File: config.mk
export PLATFORM = sky130hd
export DESIGN_NAME = mrtu_rx
export DESIGN_NICKNAME = d
export VERILOG_FILES = /design/src/rtl/mrtu_pkg.sv /design/src/rtl/mrtu_rx.sv
export SDC_FILE = /design/constraint.sdc
export NUM_CORES = 1
export LEC_CHECK = 0
export BUFFER_PORTS_ARGS = -buffer_cell sky130_fd_sc_hd__buf_2
export CAP_MARGIN = 20
export CORE_UTILIZATION = 54
export CTS_CLUSTER_DIAMETER = 50
export DETAILED_ROUTE_END_ITERATION = 10
export HOLD_SLACK_MARGIN = 0.08
export PLACE_DENSITY_LB_ADDON = 0.15
export SYNTH_ARGS = -nofsm -noshare
export SYNTH_HDL_FRONTEND = slang
export SYNTH_SLANG_ARGS = --single-unit
File: constraint.sdc
create_clock -name clk -period 7.6 [get_ports clk]
set_input_delay 1.14 -clock clk [delete_from_list [all_inputs] [get_ports clk]]
set_output_delay 1.14 -clock clk [all_outputs]
set_load 0.1 [all_outputs]
File: src/rtl/mrtu_pkg.sv
// ----------------------------------------------------------------------------
// mrtu_pkg
// Shared types, codes and the CRC-16 byte step for the RTU slave frame engine.
// ----------------------------------------------------------------------------
`default_nettype none

package mrtu_pkg;

  // Input item kinds.
  localparam logic [1:0] KIND_RX_BYTE  = 2'd0;
  localparam logic [1:0] KIND_GAP      = 2'd1;
  localparam logic [1:0] KIND_HOST_WR  = 2'd2;
  localparam logic [1:0] KIND_HOST_RD  = 2'd3;

  // Result kinds.
  localparam logic RES_TX_BYTE = 1'b0;
  localparam logic RES_HOST_RD = 1'b1;

  // Configuration register indexes.
  localparam logic REG_SLAVE_ADDR  = 1'b0;
  localparam logic REG_TABLE_WORDS = 1'b1;

  // Function codes.
  localparam logic [7:0] FC_READ_COILS   = 8'd1;
  localparam logic [7:0] FC_READ_INPUTS  = 8'd2;
  localparam logic [7:0] FC_READ_HOLDING = 8'd3;
  localparam logic [7:0] FC_READ_INPUT_R = 8'd4;
  localparam logic [7:0] FC_WRITE_COIL   = 8'd5;
  localparam logic [7:0] FC_WRITE_REG    = 8'd6;
  localparam logic [7:0] FC_WRITE_COILS  = 8'd15;
  localparam logic [7:0] FC_WRITE_REGS   = 8'd16;

  // Exception codes.
  localparam logic [7:0] EXC_ILLEGAL_FUNC = 8'd1;
  localparam logic [7:0] EXC_ILLEGAL_ADDR = 8'd2;

  localparam logic [7:0]  EXC_FLAG     = 8'h80;
  localparam logic [7:0]  COIL_ON      = 8'hFF;
  localparam logic [7:0]  SLAVE_MAX    = 8'd247;
  localparam logic [15:0] CRC_INIT     = 16'hFFFF;
  localparam logic [15:0] CRC_POLY     = 16'hA001;
  localparam int          MIN_FRAME    = 7;
  localparam int          FIRST_DATA   = 7;
  localparam int          MAX_REPLY    = 64;

  // Frame status handed from the receive side to the sequencer.
  typedef struct packed {
    logic            len_zero;
    logic            len_ok;
    logic            ovf;
    logic            crc_ok;
    logic [5:0][7:0] hdr;
  } frame_info_t;

  // One byte step of the reflected CRC-16.
  function automatic logic [15:0] crc16_byte(input logic [15:0] c_in, input logic [7:0] b);
    logic [15:0] c;
    c = c_in ^ {8'h00, b};
    for (int k = 0; k < 8; k++) begin
      c = c[0] ? ((c >> 1) ^ CRC_POLY) : (c >> 1);
    end
    return c;
  endfunction

endpackage

`default_nettype wire

File: src/rtl/mrtu_rx.sv
// ----------------------------------------------------------------------------
// mrtu_rx
// Collects received bytes into the frame store, keeps a running CRC over all
// but the last two bytes, and captures the request header.
// ----------------------------------------------------------------------------
`default_nettype none

module mrtu_rx import mrtu_pkg::*; #(
  parameter int BUFFER_BYTES = 64
) (
  input  wire logic                            clk,
  input  wire logic                            rst,
  input  wire logic                            push,
  input  wire logic [7:0]                      push_byte,
  input  wire logic                            clear,
  input  wire logic                            rd_en,
  input  wire logic [$clog2(BUFFER_BYTES)-1:0] rd_addr,
  output logic      [7:0]                      rd_data,
  output frame_info_t                          info
);

  localparam int LEN_W = $clog2(BUFFER_BYTES + 1);
  localparam int SA_AW = $clog2(BUFFER_BYTES);

  logic [7:0]       store [BUFFER_BYTES];
  logic [LEN_W-1:0] len;
  logic             ovf;
  logic [15:0]      crc;
  logic [7:0]       p1;
  logic [7:0]       p2;
  logic [5:0][7:0]  hdr;
  logic             room;

  assign room = (len < LEN_W'(BUFFER_BYTES));

  // Frame store: written in arrival order, read by the sequencer.
  always_ff @(posedge clk) begin
    if (push && room) begin
      store[len[SA_AW-1:0]] <= push_byte;
    end
    if (rd_en) begin
      rd_data <= store[rd_addr];
    end
  end

  // Last two bytes and the header copy.
  always_ff @(posedge clk) begin
    if (push && room) begin
      p2 <= p1;
      p1 <= push_byte;
      if (len < LEN_W'(6)) begin
        hdr[len[2:0]] <= push_byte;
      end
    end
  end

  // Length, overflow flag and the delayed CRC.
  always_ff @(posedge clk) begin
    if (rst || clear) begin
      len <= '0;
      ovf <= 1'b0;
      crc <= CRC_INIT;
    end else if (push) begin
      if (room) begin
        len <= len + LEN_W'(1);
        if (len >= LEN_W'(2)) begin
          crc <= crc16_byte(crc, p2);
        end
        if (len + LEN_W'(1) >= LEN_W'(BUFFER_BYTES)) begin
          ovf <= 1'b1;
        end
      end else begin
        ovf <= 1'b1;
      end
    end
  end

  assign info.len_zero = (len == '0);
  assign info.len_ok   = (len >= LEN_W'(MIN_FRAME));
  assign info.ovf      = ovf;
  assign info.crc_ok   = (p2 == crc[7:0]) && (p1 == crc[15:8]);
  assign info.hdr      = hdr;

endmodule

`default_nettype wire

==> out/metrics.yaml <==
cells_and_area:
  multi_input_area_mm2: 0.00487
  fillerInstances: 2957
  nNetsFinal: 1244
  syn2layout_area_growth_pct: 13.1
  drive_gt1_frac: 0.265
  seqCellArea_mm2: 0.0180
  antennaDiodeCount: 0
  fin_util: 0.622
logic_synthesis:
  avgSynthCellArea_um2: 20.8
  synth_top_cell_by_area: "edfxtp_1"
  netlist_instances: 1119
  synth_common_cells: "edfxtp_1 (584), mux4_2 (128), nor2_1 (89), nand2_1 (43), a22oi_1 (36)"
  synth_top_area_frac: 0.755
  synth_edf_count: 584
  ys_ff_latch: 608
  postSynth.asyncResetShare: 0
  synth_cell_types: 42
  synth.area.top_cells: "edfxtp_1 (75%), mux4_2 (12%), dfxtp_1 (2.1%), nor2_1 (1.4%), a22oi_1 (1.2%)"
  syn_area_mm2: 0.0232
  yosysMostFrequentCell: "edfxtp_1"
  synth_ff_type: "edfxtp_1"
  synth_nets: 1145
  yosysWarnings: 0
  seq_area_frac_synth: 0.776
floorplanning:
  dieArea_mm2: 0.0439
  core_area_mm2: 0.0422
  rows: 75
  die_w_um: 209
  io_pins: 79
  die_h_um: 209
  initial_core_util: 0.550
sta:
  hold_viol: 0
  tightest_slew_ns: 1.09
  rsz0062_at_grt: "false"
  setup_viol: 0
  fin_skew_ns: 0.0258
  fin_crit_ns: 3.75
  fin_tns_setup_ns: 0
  fmax_mhz: 267
  slew_headroom: 0.268
  finalCritPeriodShare: 0.493
  slew_viol_final: 0
grt:
  grt_overflow: 0
  track_usage: 0.236
  grt_max_degree: 76
  grt_pass1_wl_um: 74500
  antenna_found_initial: 0
  grt_pass1_vias: 11443
worst_hold_path:
  min_from: "p1[4]$_DFFE_PP_"
  hold_class: "reg2reg"
clock_network:
  numCtsBuffers: 61
  clock-sinks: 608
  clkLatencyLatePin_ns: 0.63
  clk_pin_slew_ns: 0.06
  post_cts_buffers: 0
  cts_tree: "done"
  ctsRootBufferMaster: "clkbuf_16"
  holdBufCountCts: 0
  cts_resized: 0
  htree_levels: 2
  ctsLongestPathBuffers: 3
job:
  maxCapViolCount: 0
setup_path:
  cpLargestDelayFamily: "simple AND/OR/NAND/NOR gates"
  rr_startpoint: "len[2]$_SDFFE_PP0P_"
  crit_type: "reg2out"
  critPathRequiredTime_ns: 6.46
  crit_buf_inv: 1
  crit_arrival_ns: 2.61
  path_cells: "or3_1, nor4b_1, buf_2"
  cp-start-kind: "flop"
  max_stage_delay_ns: 0.72
  slowest_stage: "or3_1"
  crit_start: "len[3]$_SDFFE_PP0P_"
  critPathMaxFanout: 18
  end_kind: "primary output"
power_and_ir_drop:
  switchingPower_mw: 1.53
  pwr-share-comb: 0.051
  power.share.switching: 0.214
  p_seq_frac: 0.516
  internal-power_mw: 5.64
  power.density_mw_per_mm2: 273
  power_leakage_nw: 8.54
  max-vdd-ir-drop_v: 0.000213
  power_frac_clock: 0.433
placed_design:
  gp_congestion: 0.790
  dp_hpwl_um: 30100
  port_buffers: 78
outcome:
  run_status: "completed"
drt:
  viasPerCell: 6.14
  drt_iter0_drc: 989
  ant_nets: 0
  vias: 11115
  drc_errors: 0
  drtPass1Iterations: 5
  wl_um: 50100
  wire_per_inst_um: 27.7
## power by group through the flow
stage / combinational, mW / clock [mW] / sequential [mW]
global placement: 0.365 / 0 / 3.78
CTS: 0.370 / 3.14 / 3.70
finish: 0.368 / 3.11 / 3.70
floorplan: 0.184 / 0 / 3.83
global route: 0.390 / 3.26 / 3.70
detailed placement: 0.370 / 0 / 3.78
## routing by layer
layer  vias up  GRT usage  wire length [um]
li1       4803          -                 -
met1      5835      0.343             21600
met2       403      0.372             24200
met3        74     0.0400              3260
met4         0     0.0695              1070
met5         -          0                 0
## layout by cell type (no fill, tap or decap), drive strengths merged, types with 2 or more instances in the layout
| cell type | n |
|---|---|
| edfxtp | 584 |
| mux4 | 128 |
| buf | 96 |
| nor2 | 89 |
| clkbuf | 73 |
| nand2 | 43 |
| a22oi | 36 |
| clkinv | 27 |
| dfxtp | 24 |
| xnor2 | 20 |
| nand3 | 15 |
| a22o | 14 |
| a21oi | 14 |
| a221oi | 14 |
| bufinv | 9 |
| inv | 9 |
| a211o | 8 |
| nor2b | 8 |
| xor2 | 7 |
| o22ai | 7 |
| ha | 7 |
| o211ai | 6 |
| clkinvlp | 4 |
| xnor3 | 3 |
| and2 | 3 |
| nand2b | 2 |
| a211oi | 2 |
| nand3b | 2 |
| or2 | 2 |
| or3b | 2 |
| nand4 | 2 |
| nor4 | 2 |
## sequential cells by signal (all words and copies together), names as in the netlist
register,cells
crc,16
p1,8
p2,8
store,512
ovf,1
len,7
rd_data,8
info,48
## per-stage QoR
stage               setup WS (ns)  area, um2  hold WS [ns]  total power, mW  cells
floorplan                    2.35      23200         0.438             4.01   1119
global placement             3.26      24100         0.459             4.14   1689
detailed placement           3.27      24100         0.460             4.15   1689
CTS                          3.80      26200         0.470             7.21   1804
global route                 3.73      26300         0.479             7.36   1809
finish                       3.85      26300         0.468             7.18   1809
## final timing paths
| path | endpoint | slack (ns) | cells past startpoint |
|---|---|---|---|
| max reg2reg | store[31][0]$_DFFE_PP_ | 4.94 | 3 |
| max | info[51] | 3.85 | 3 |
| min | p2[4]$_DFFE_PP_ | 0.47 | 0 |
| min reg2reg | p2[4]$_DFFE_PP_ | 0.47 | 0 |
## cell type report
class / instances / area share
Sequential cell: 608 / 0.686
Multi-Input combinational cell: 444 / 0.186
Clock buffer: 72 / 0.0616
Tap cell: 539 / 0.0257
Timing Repair Buffer: 97 / 0.0219
Clock inverter: 43 / 0.0185
Inverter: 6 / 0.000857
## cells by family after synthesis
family,share of synthesized area
and+or+nand+nor,0.0326
buffers and inverters,0.0153
xor gates and xnor gates,0.0131
DFF,0.776
muxes,0.124
adders and majority gates,0.00377
AOI/OAI and AO/OA,0.0356
Note: power is estimated with default switching activity, not from simulation.
