$ cat config.mk
export PLATFORM = sky130hd
export DESIGN_NAME = mrtu_table
export DESIGN_NICKNAME = d
export VERILOG_FILES = /design/src/rtl/mrtu_table.sv
export SDC_FILE = /design/constraint.sdc
export NUM_CORES = 2
export LEC_CHECK = 0
export BUFFER_PORTS_ARGS = -buffer_cell sky130_fd_sc_hd__buf_2
export CAP_MARGIN = 20
export CORE_ASPECT_RATIO = 0.9
export CORE_MARGIN = 2
export CORE_UTILIZATION = 30
export CTS_CLUSTER_DIAMETER = 100
export DETAILED_ROUTE_END_ITERATION = 10
export PLACE_DENSITY = 0.53
export REMOVE_ABC_BUFFERS = 1
export SYNTH_ARGS = -nofsm -noshare
export SYNTH_HDL_FRONTEND = slang
export SYNTH_SLANG_ARGS = --single-unit
$ cat constraint.sdc
create_clock -name clk -period 3.7 [get_ports clk]
set_input_delay 0.74 -clock clk [delete_from_list [all_inputs] [get_ports clk]]
set_output_delay 0.74 -clock clk [all_outputs]
set_load 0.01 [all_outputs]
$ cat src/rtl/mrtu_table.sv
// ----------------------------------------------------------------------------
// mrtu_table
// Word table memory with one read and one write port and per-word valid bits
// so that the table reads as zero after reset.
// ----------------------------------------------------------------------------
`default_nettype none

module mrtu_table #(
  parameter int TABLE_WORDS = 256
) (
  input  wire logic                           clk,
  input  wire logic                           rst,
  input  wire logic                           rd_en,
  input  wire logic [$clog2(TABLE_WORDS)-1:0] rd_idx,
  output logic      [15:0]                    rd_word,
  input  wire logic                           wr_en,
  input  wire logic [$clog2(TABLE_WORDS)-1:0] wr_idx,
  input  wire logic [15:0]                    wr_word
);

  logic [15:0]            mem [TABLE_WORDS];
  logic [TABLE_WORDS-1:0] valid;
  logic [15:0]            rd_raw;
  logic                   rd_valid;

  // Memory array.
  always_ff @(posedge clk) begin
    if (wr_en) begin
      mem[wr_idx] <= wr_word;
    end
    if (rd_en) begin
      rd_raw <= mem[rd_idx];
    end
  end

  // Valid bits: cleared at once by reset.
  always_ff @(posedge clk) begin
    if (rst) begin
      valid    <= '0;
      rd_valid <= 1'b0;
    end else begin
      if (wr_en) begin
        valid[wr_idx] <= 1'b1;
      end
      if (rd_en) begin
        rd_valid <= valid[rd_idx];
      end
    end
  end

  assign rd_word = rd_valid ? rd_raw : 16'h0000;

endmodule

`default_nettype wire

==> impl_table.tex <==
\begin{tabular}{lr}
\hline
Metric & Value \\
\hline
\multicolumn{2}{l}{\textbf{Placed design}} \\
\quad IO Port Bufs & 51 \\
\quad Placement-stage cell area & 183,000 um\^{}2 \\
\quad Detailed placement HPWL & 296 mm \\
\quad Final weighted congestion in routability-driven placement & 0.818 \\
\multicolumn{2}{l}{\textbf{CTS}} \\
\quad CTS H-tree lvls & 5 \\
\quad Clock root buffer master & sky130\_fd\_sc\_hd\_\_clkbuf\_16 \\
\quad Insertion delay to the later sink of the worst-skew pair & 1030 ps \\
\quad Number of buffers on the longest clock path & 4 \\
\quad CTS tree & done \\
\quad Clock buffers created by TritonCTS & 424 \\
\quad Clock-pin transition on the worst setup and hold timing paths & 60 ps \\
\quad CTS sink cnt & 4,369 \\
\quad Hold-fix buffers at CTS & 0 \\
\multicolumn{2}{l}{\textbf{Global routing}} \\
\quad Antenna violations before repair & 40 \\
\quad Global-route wire length before repair & 666 mm \\
\quad Via count of the first global-routing pass & 84,721 \\
\quad Overflow left after global routing & 0 \\
\quad M1 GR Usage & 25.0\% \\
\quad Global Route met2 Usage & 25.2\% \\
\quad Fraction of met3 tracks used by global routing & 2.96\% \\
\quad Aggregate global-route resource usage & 16.7\% \\
\quad Busiest layer in global routing & met2 \\
\quad Maximum number of pins on one net before global-route repair & 131 \\
\multicolumn{2}{l}{\textbf{Worst hold path}} \\
\quad Instance count along the most critical hold path & 1 \\
\quad Worst-case hold path end point & mem[93][2] \\
\quad Path class of the lowest-slack min-delay path & in2reg \\
\quad Startpoint of the most critical hold path & wr\_word[2] \\
\multicolumn{2}{l}{\textbf{Floorplan}} \\
\quad Die span in x & 786 um \\
\quad Y dimension of the die & 708 um \\
\quad Number of core rows & 258 \\
\quad Core Box Area & 548,000 um\^{}2 \\
\quad Die Footprint & 556,000 um\^{}2 \\
\quad Effective utilization at floorplan & 30.1\% \\
\quad Top-Level Pins & 52 \\
\multicolumn{2}{l}{\textbf{Critical path}} \\
\quad Category of the critical setup timing path & in2reg \\
\quad Top fanout value on the critical path & 17 \\
\quad R2r endpoint & rd\_raw[7] \\
\quad Worst Setup Start Kind & input port \\
\quad Count of buffer and inverter cells on the critical path & 6 \\
\quad FF-to-FF path depth & 9 \\
\quad Critical Path End Type & flip-flop \\
\quad Register-to-register setup slack & 410 ps \\
\quad Worst path arrival time & 4490 ps \\
\quad Worst path required time & 4480 ps \\
\quad Startpoint of the worst-slack reg-to-reg timing path & mem[54][7] \\
\quad Ordered list of cells on the worst path & buf\_12 > buf\_12 > buf\_12 > buf\_12 > buf\_4 > mux4\_2 > a22oi\_1 > a21oi\_1 > nor4\_1 > buf\_4 > o22ai\_1 > or2\_1 \\
\quad Worst stage delay on the critical path & 920 ps \\
\quad Kind of cell adding the most delay to the critical path & buffers and inverters \\
\quad Most frequent CP cell & sky130\_fd\_sc\_hd\_\_buf\_12 \\
\quad Standard cell with the maximum stage delay on the critical path & sky130\_fd\_sc\_hd\_\_nor4\_1 \\
\multicolumn{2}{l}{\textbf{Layout}} \\
\quad Final nets & 8,815 \\
\quad Leading cell type in the layout, fill and taps excluded & sky130\_fd\_sc\_hd\_\_edfxtp\_1 \\
\quad Fill cell instance count of the final layout & 50,173 \\
\quad Commonest cells after routing, fill and taps aside & 4,112 x sky130\_fd\_sc\_hd\_\_edfxtp\_1, 1,081 x sky130\_fd\_sc\_hd\_\_mux4\_2, 861 x sky130\_fd\_sc\_hd\_\_buf\_4 \\
\quad Ratio of cells with drive above 1 in the final layout & 32.3\% \\
\quad Final Cell Area & 197,000 um\^{}2 \\
\quad Area growth, synth to finish & 19.2\% \\
\multicolumn{2}{l}{\textbf{Route}} \\
\quad \# DRC & 0 \\
\quad Total wire length & 476 mm \\
\quad Vias post-DR & 85,133 \\
\quad Drt first-iter violations & 11,338 \\
\quad Average detailed-routed wire length per instance & 29.0 um \\
\quad Avg Vias per Cell & 5.18 \\
\quad Detailed-routing iteration count for the pre-antenna-repair pass & 6 \\
\quad Remaining number of nets flagged by the antenna check after routing & 0 \\
\multicolumn{2}{l}{\textbf{Power and ir drop}} \\
\quad Power Density & 524 nW/um\^{}2 \\
\quad Static power due to leakage & 61.5 nW \\
\quad Peak supply drop & 0.387 mV \\
\multicolumn{2}{l}{\textbf{Logic synthesis}} \\
\quad Yosys warning count & 0 \\
\quad Cells after synthesis & 7,736 \\
\quad Dominant cells by area after synthesis & sky130\_fd\_sc\_hd\_\_edfxtp\_1 75\%, sky130\_fd\_sc\_hd\_\_mux4\_2 15\%, sky130\_fd\_sc\_hd\_\_dfxtp\_1 3.1\% \\
\quad Primary FF master, synth & sky130\_fd\_sc\_hd\_\_edfxtp\_1 \\
\quad Sequential cell area fraction in the yosys report & 77.9\% \\
\quad Number of enable-type register cells in the synthesized netlist & 4,112 \\
\quad Fraction of post-synthesis cell area in the top cell type by area & 74.8\% \\
\quad Post-Syn Area per Cell & 21.3 um\^{}2 \\
\quad Count of state elements after synthesis & 4,369 \\
\quad Post-synth design cell area & 165,000 um\^{}2 \\
\quad Number of distinct library cells after synthesis & 40 \\
\quad Post-synth top area cell & sky130\_fd\_sc\_hd\_\_edfxtp\_1 \\
\quad Fraction of registers with async set/reset & 0\% \\
\multicolumn{2}{l}{\textbf{STA}} \\
\quad Setup-violating endpoint count in the final report & 1 \\
\quad RSZ-0062 raised after global routing & false \\
\quad Sum of negative setup slack & -6.34 ps \\
\quad F\_max & 270 MHz \\
\quad Final hold violation count & 0 \\
\quad Worst-Margin Slew & 1270 ps \\
\quad Final Critical Period & 3710 ps \\
\quad Setup slack after layout & -6.34 ps \\
\quad Max-Slew Margin vs Limit & 15.3\% \\
\quad Max-slew violation total from the final report & 0 \\
\quad Skew final & 108 ps \\
\quad Final period utilization & 100\% \\
\multicolumn{2}{l}{\textbf{Outcome}} \\
\quad Violated checks & negative setup slack \\
\quad Status & complete, but fails checks \\
\multicolumn{2}{l}{\textbf{Flow run}} \\
\quad Max-cap violations & 0 \\
\hline
\end{tabular}
sequential cells by signal, summed over array words and instances, names as in the netlist:
register / count
valid: 256
rd_raw: 16
rd_valid: 1
mem: 4096
what timing repair did:
item | CTS | global route
setup endpoints to repair | 0 | 1
gates resized for setup | 0 | 1
buffers inserted | 0 | 0
cell type report:
| type | count | area, um^2 | area share (%) |
|---|---|---|---|
| Antenna cell | 14 | 35.0 | 0.0178 |
| Clock inverter | 235 | 2300 | 1.17 |
| Inverter | 4 | 15.0 | 0.00763 |
| Sequential cell | 4369 | 129000 | 65.4 |
| Timing Repair Buffer | 1092 | 10500 | 5.33 |
| Multi-Input combinational cell | 2888 | 34800 | 17.7 |
| Tap cell | 7280 | 9110 | 4.63 |
| Clock buffer | 557 | 11500 | 5.83 |
metrics by stage:
stage               std cells  utilization, %  power [W]  hold WS [ps]  setup slack, ps
global placement        15630            33.4     0.0609           443            -1540
floorplan                7261               -     0.0571           435            -7420
detailed placement      15633            33.4     0.0610           457            -1030
global route            16425            35.9      0.106          92.1              108
CTS                     16425            35.9      0.104          50.5              101
finish                  16439            35.9      0.103           138            -6.34
power breakdown:
part / total [W] / switching (W) / internal [W]
Combinational: 0.00576 / 0.00354 / 0.00222
Clock: 0.0431 / 0.0189 / 0.0243
Sequential: 0.0542 / 0.0000518 / 0.0541
Total: 0.103 / 0.0225 / 0.0806
cells by family after synthesis:
| group | count (synthesis) | share of synthesized area (%) |
|---|---|---|
| flip-flops | 4369 | 77.9 |
| multiplexers | 1103 | 14.9 |
| AND/OR/NAND/NOR | 907 | 2.29 |
| AO/OA/AOI/OAI | 878 | 3.63 |
| buffers and inverters | 479 | 1.26 |
synth_stat cells (2+ instances only):
library cell,number
sky130_fd_sc_hd__edfxtp_1,4112
sky130_fd_sc_hd__mux4_2,1081
sky130_fd_sc_hd__nor2_1,718
sky130_fd_sc_hd__a22oi_1,526
sky130_fd_sc_hd__clkbuf_1,309
sky130_fd_sc_hd__a21oi_1,263
sky130_fd_sc_hd__dfxtp_1,257
sky130_fd_sc_hd__buf_2,105
sky130_fd_sc_hd__nor4_1,64
sky130_fd_sc_hd__o22ai_1,35
sky130_fd_sc_hd__buf_1,31
sky130_fd_sc_hd__nand2_1,31
sky130_fd_sc_hd__o21ba_2,29
sky130_fd_sc_hd__nand3_1,26
sky130_fd_sc_hd__buf_4,19
sky130_fd_sc_hd__mux2i_1,18
sky130_fd_sc_hd__and2_1,17
sky130_fd_sc_hd__or2_1,16
sky130_fd_sc_hd__buf_6,11
sky130_fd_sc_hd__nor2b_1,11
sky130_fd_sc_hd__nand4_1,10
sky130_fd_sc_hd__nand2b_1,7
sky130_fd_sc_hd__o221ai_1,6
sky130_fd_sc_hd__a211oi_1,5
sky130_fd_sc_hd__o21ai_0,5
sky130_fd_sc_hd__inv_1,4
sky130_fd_sc_hd__or2_2,4
sky130_fd_sc_hd__mux2_2,3
sky130_fd_sc_hd__nand4b_1,2
routing by layer:
metal | routed length, um | vias to the layer above | share of wire (%)
met5 | 46 | - | 0.0097
met4 | 12400 | 8 | 2.6
met3 | 41900 | 605 | 8.8
met2 | 214000 | 3870 | 45
met1 | 208000 | 46122 | 44
li1 | - | 34528 | -
worst max-delay path by stage:
stage | to | from | cells past startpoint | slack [ps]
floorplan | rd_valid | rd_idx[2] | 6 | -7420
global placement | rd_raw[6] | rd_idx[1] | 12 | -1540
detailed placement | rd_raw[6] | rd_idx[1] | 12 | -1030
CTS | rd_raw[6] | rd_idx[1] | 12 | 100
global route | rd_raw[7] | rd_idx[0] | 12 | 110
finish | rd_raw[7] | rd_idx[0] | 12 | -6
Power figures use the tool's default switching activity.
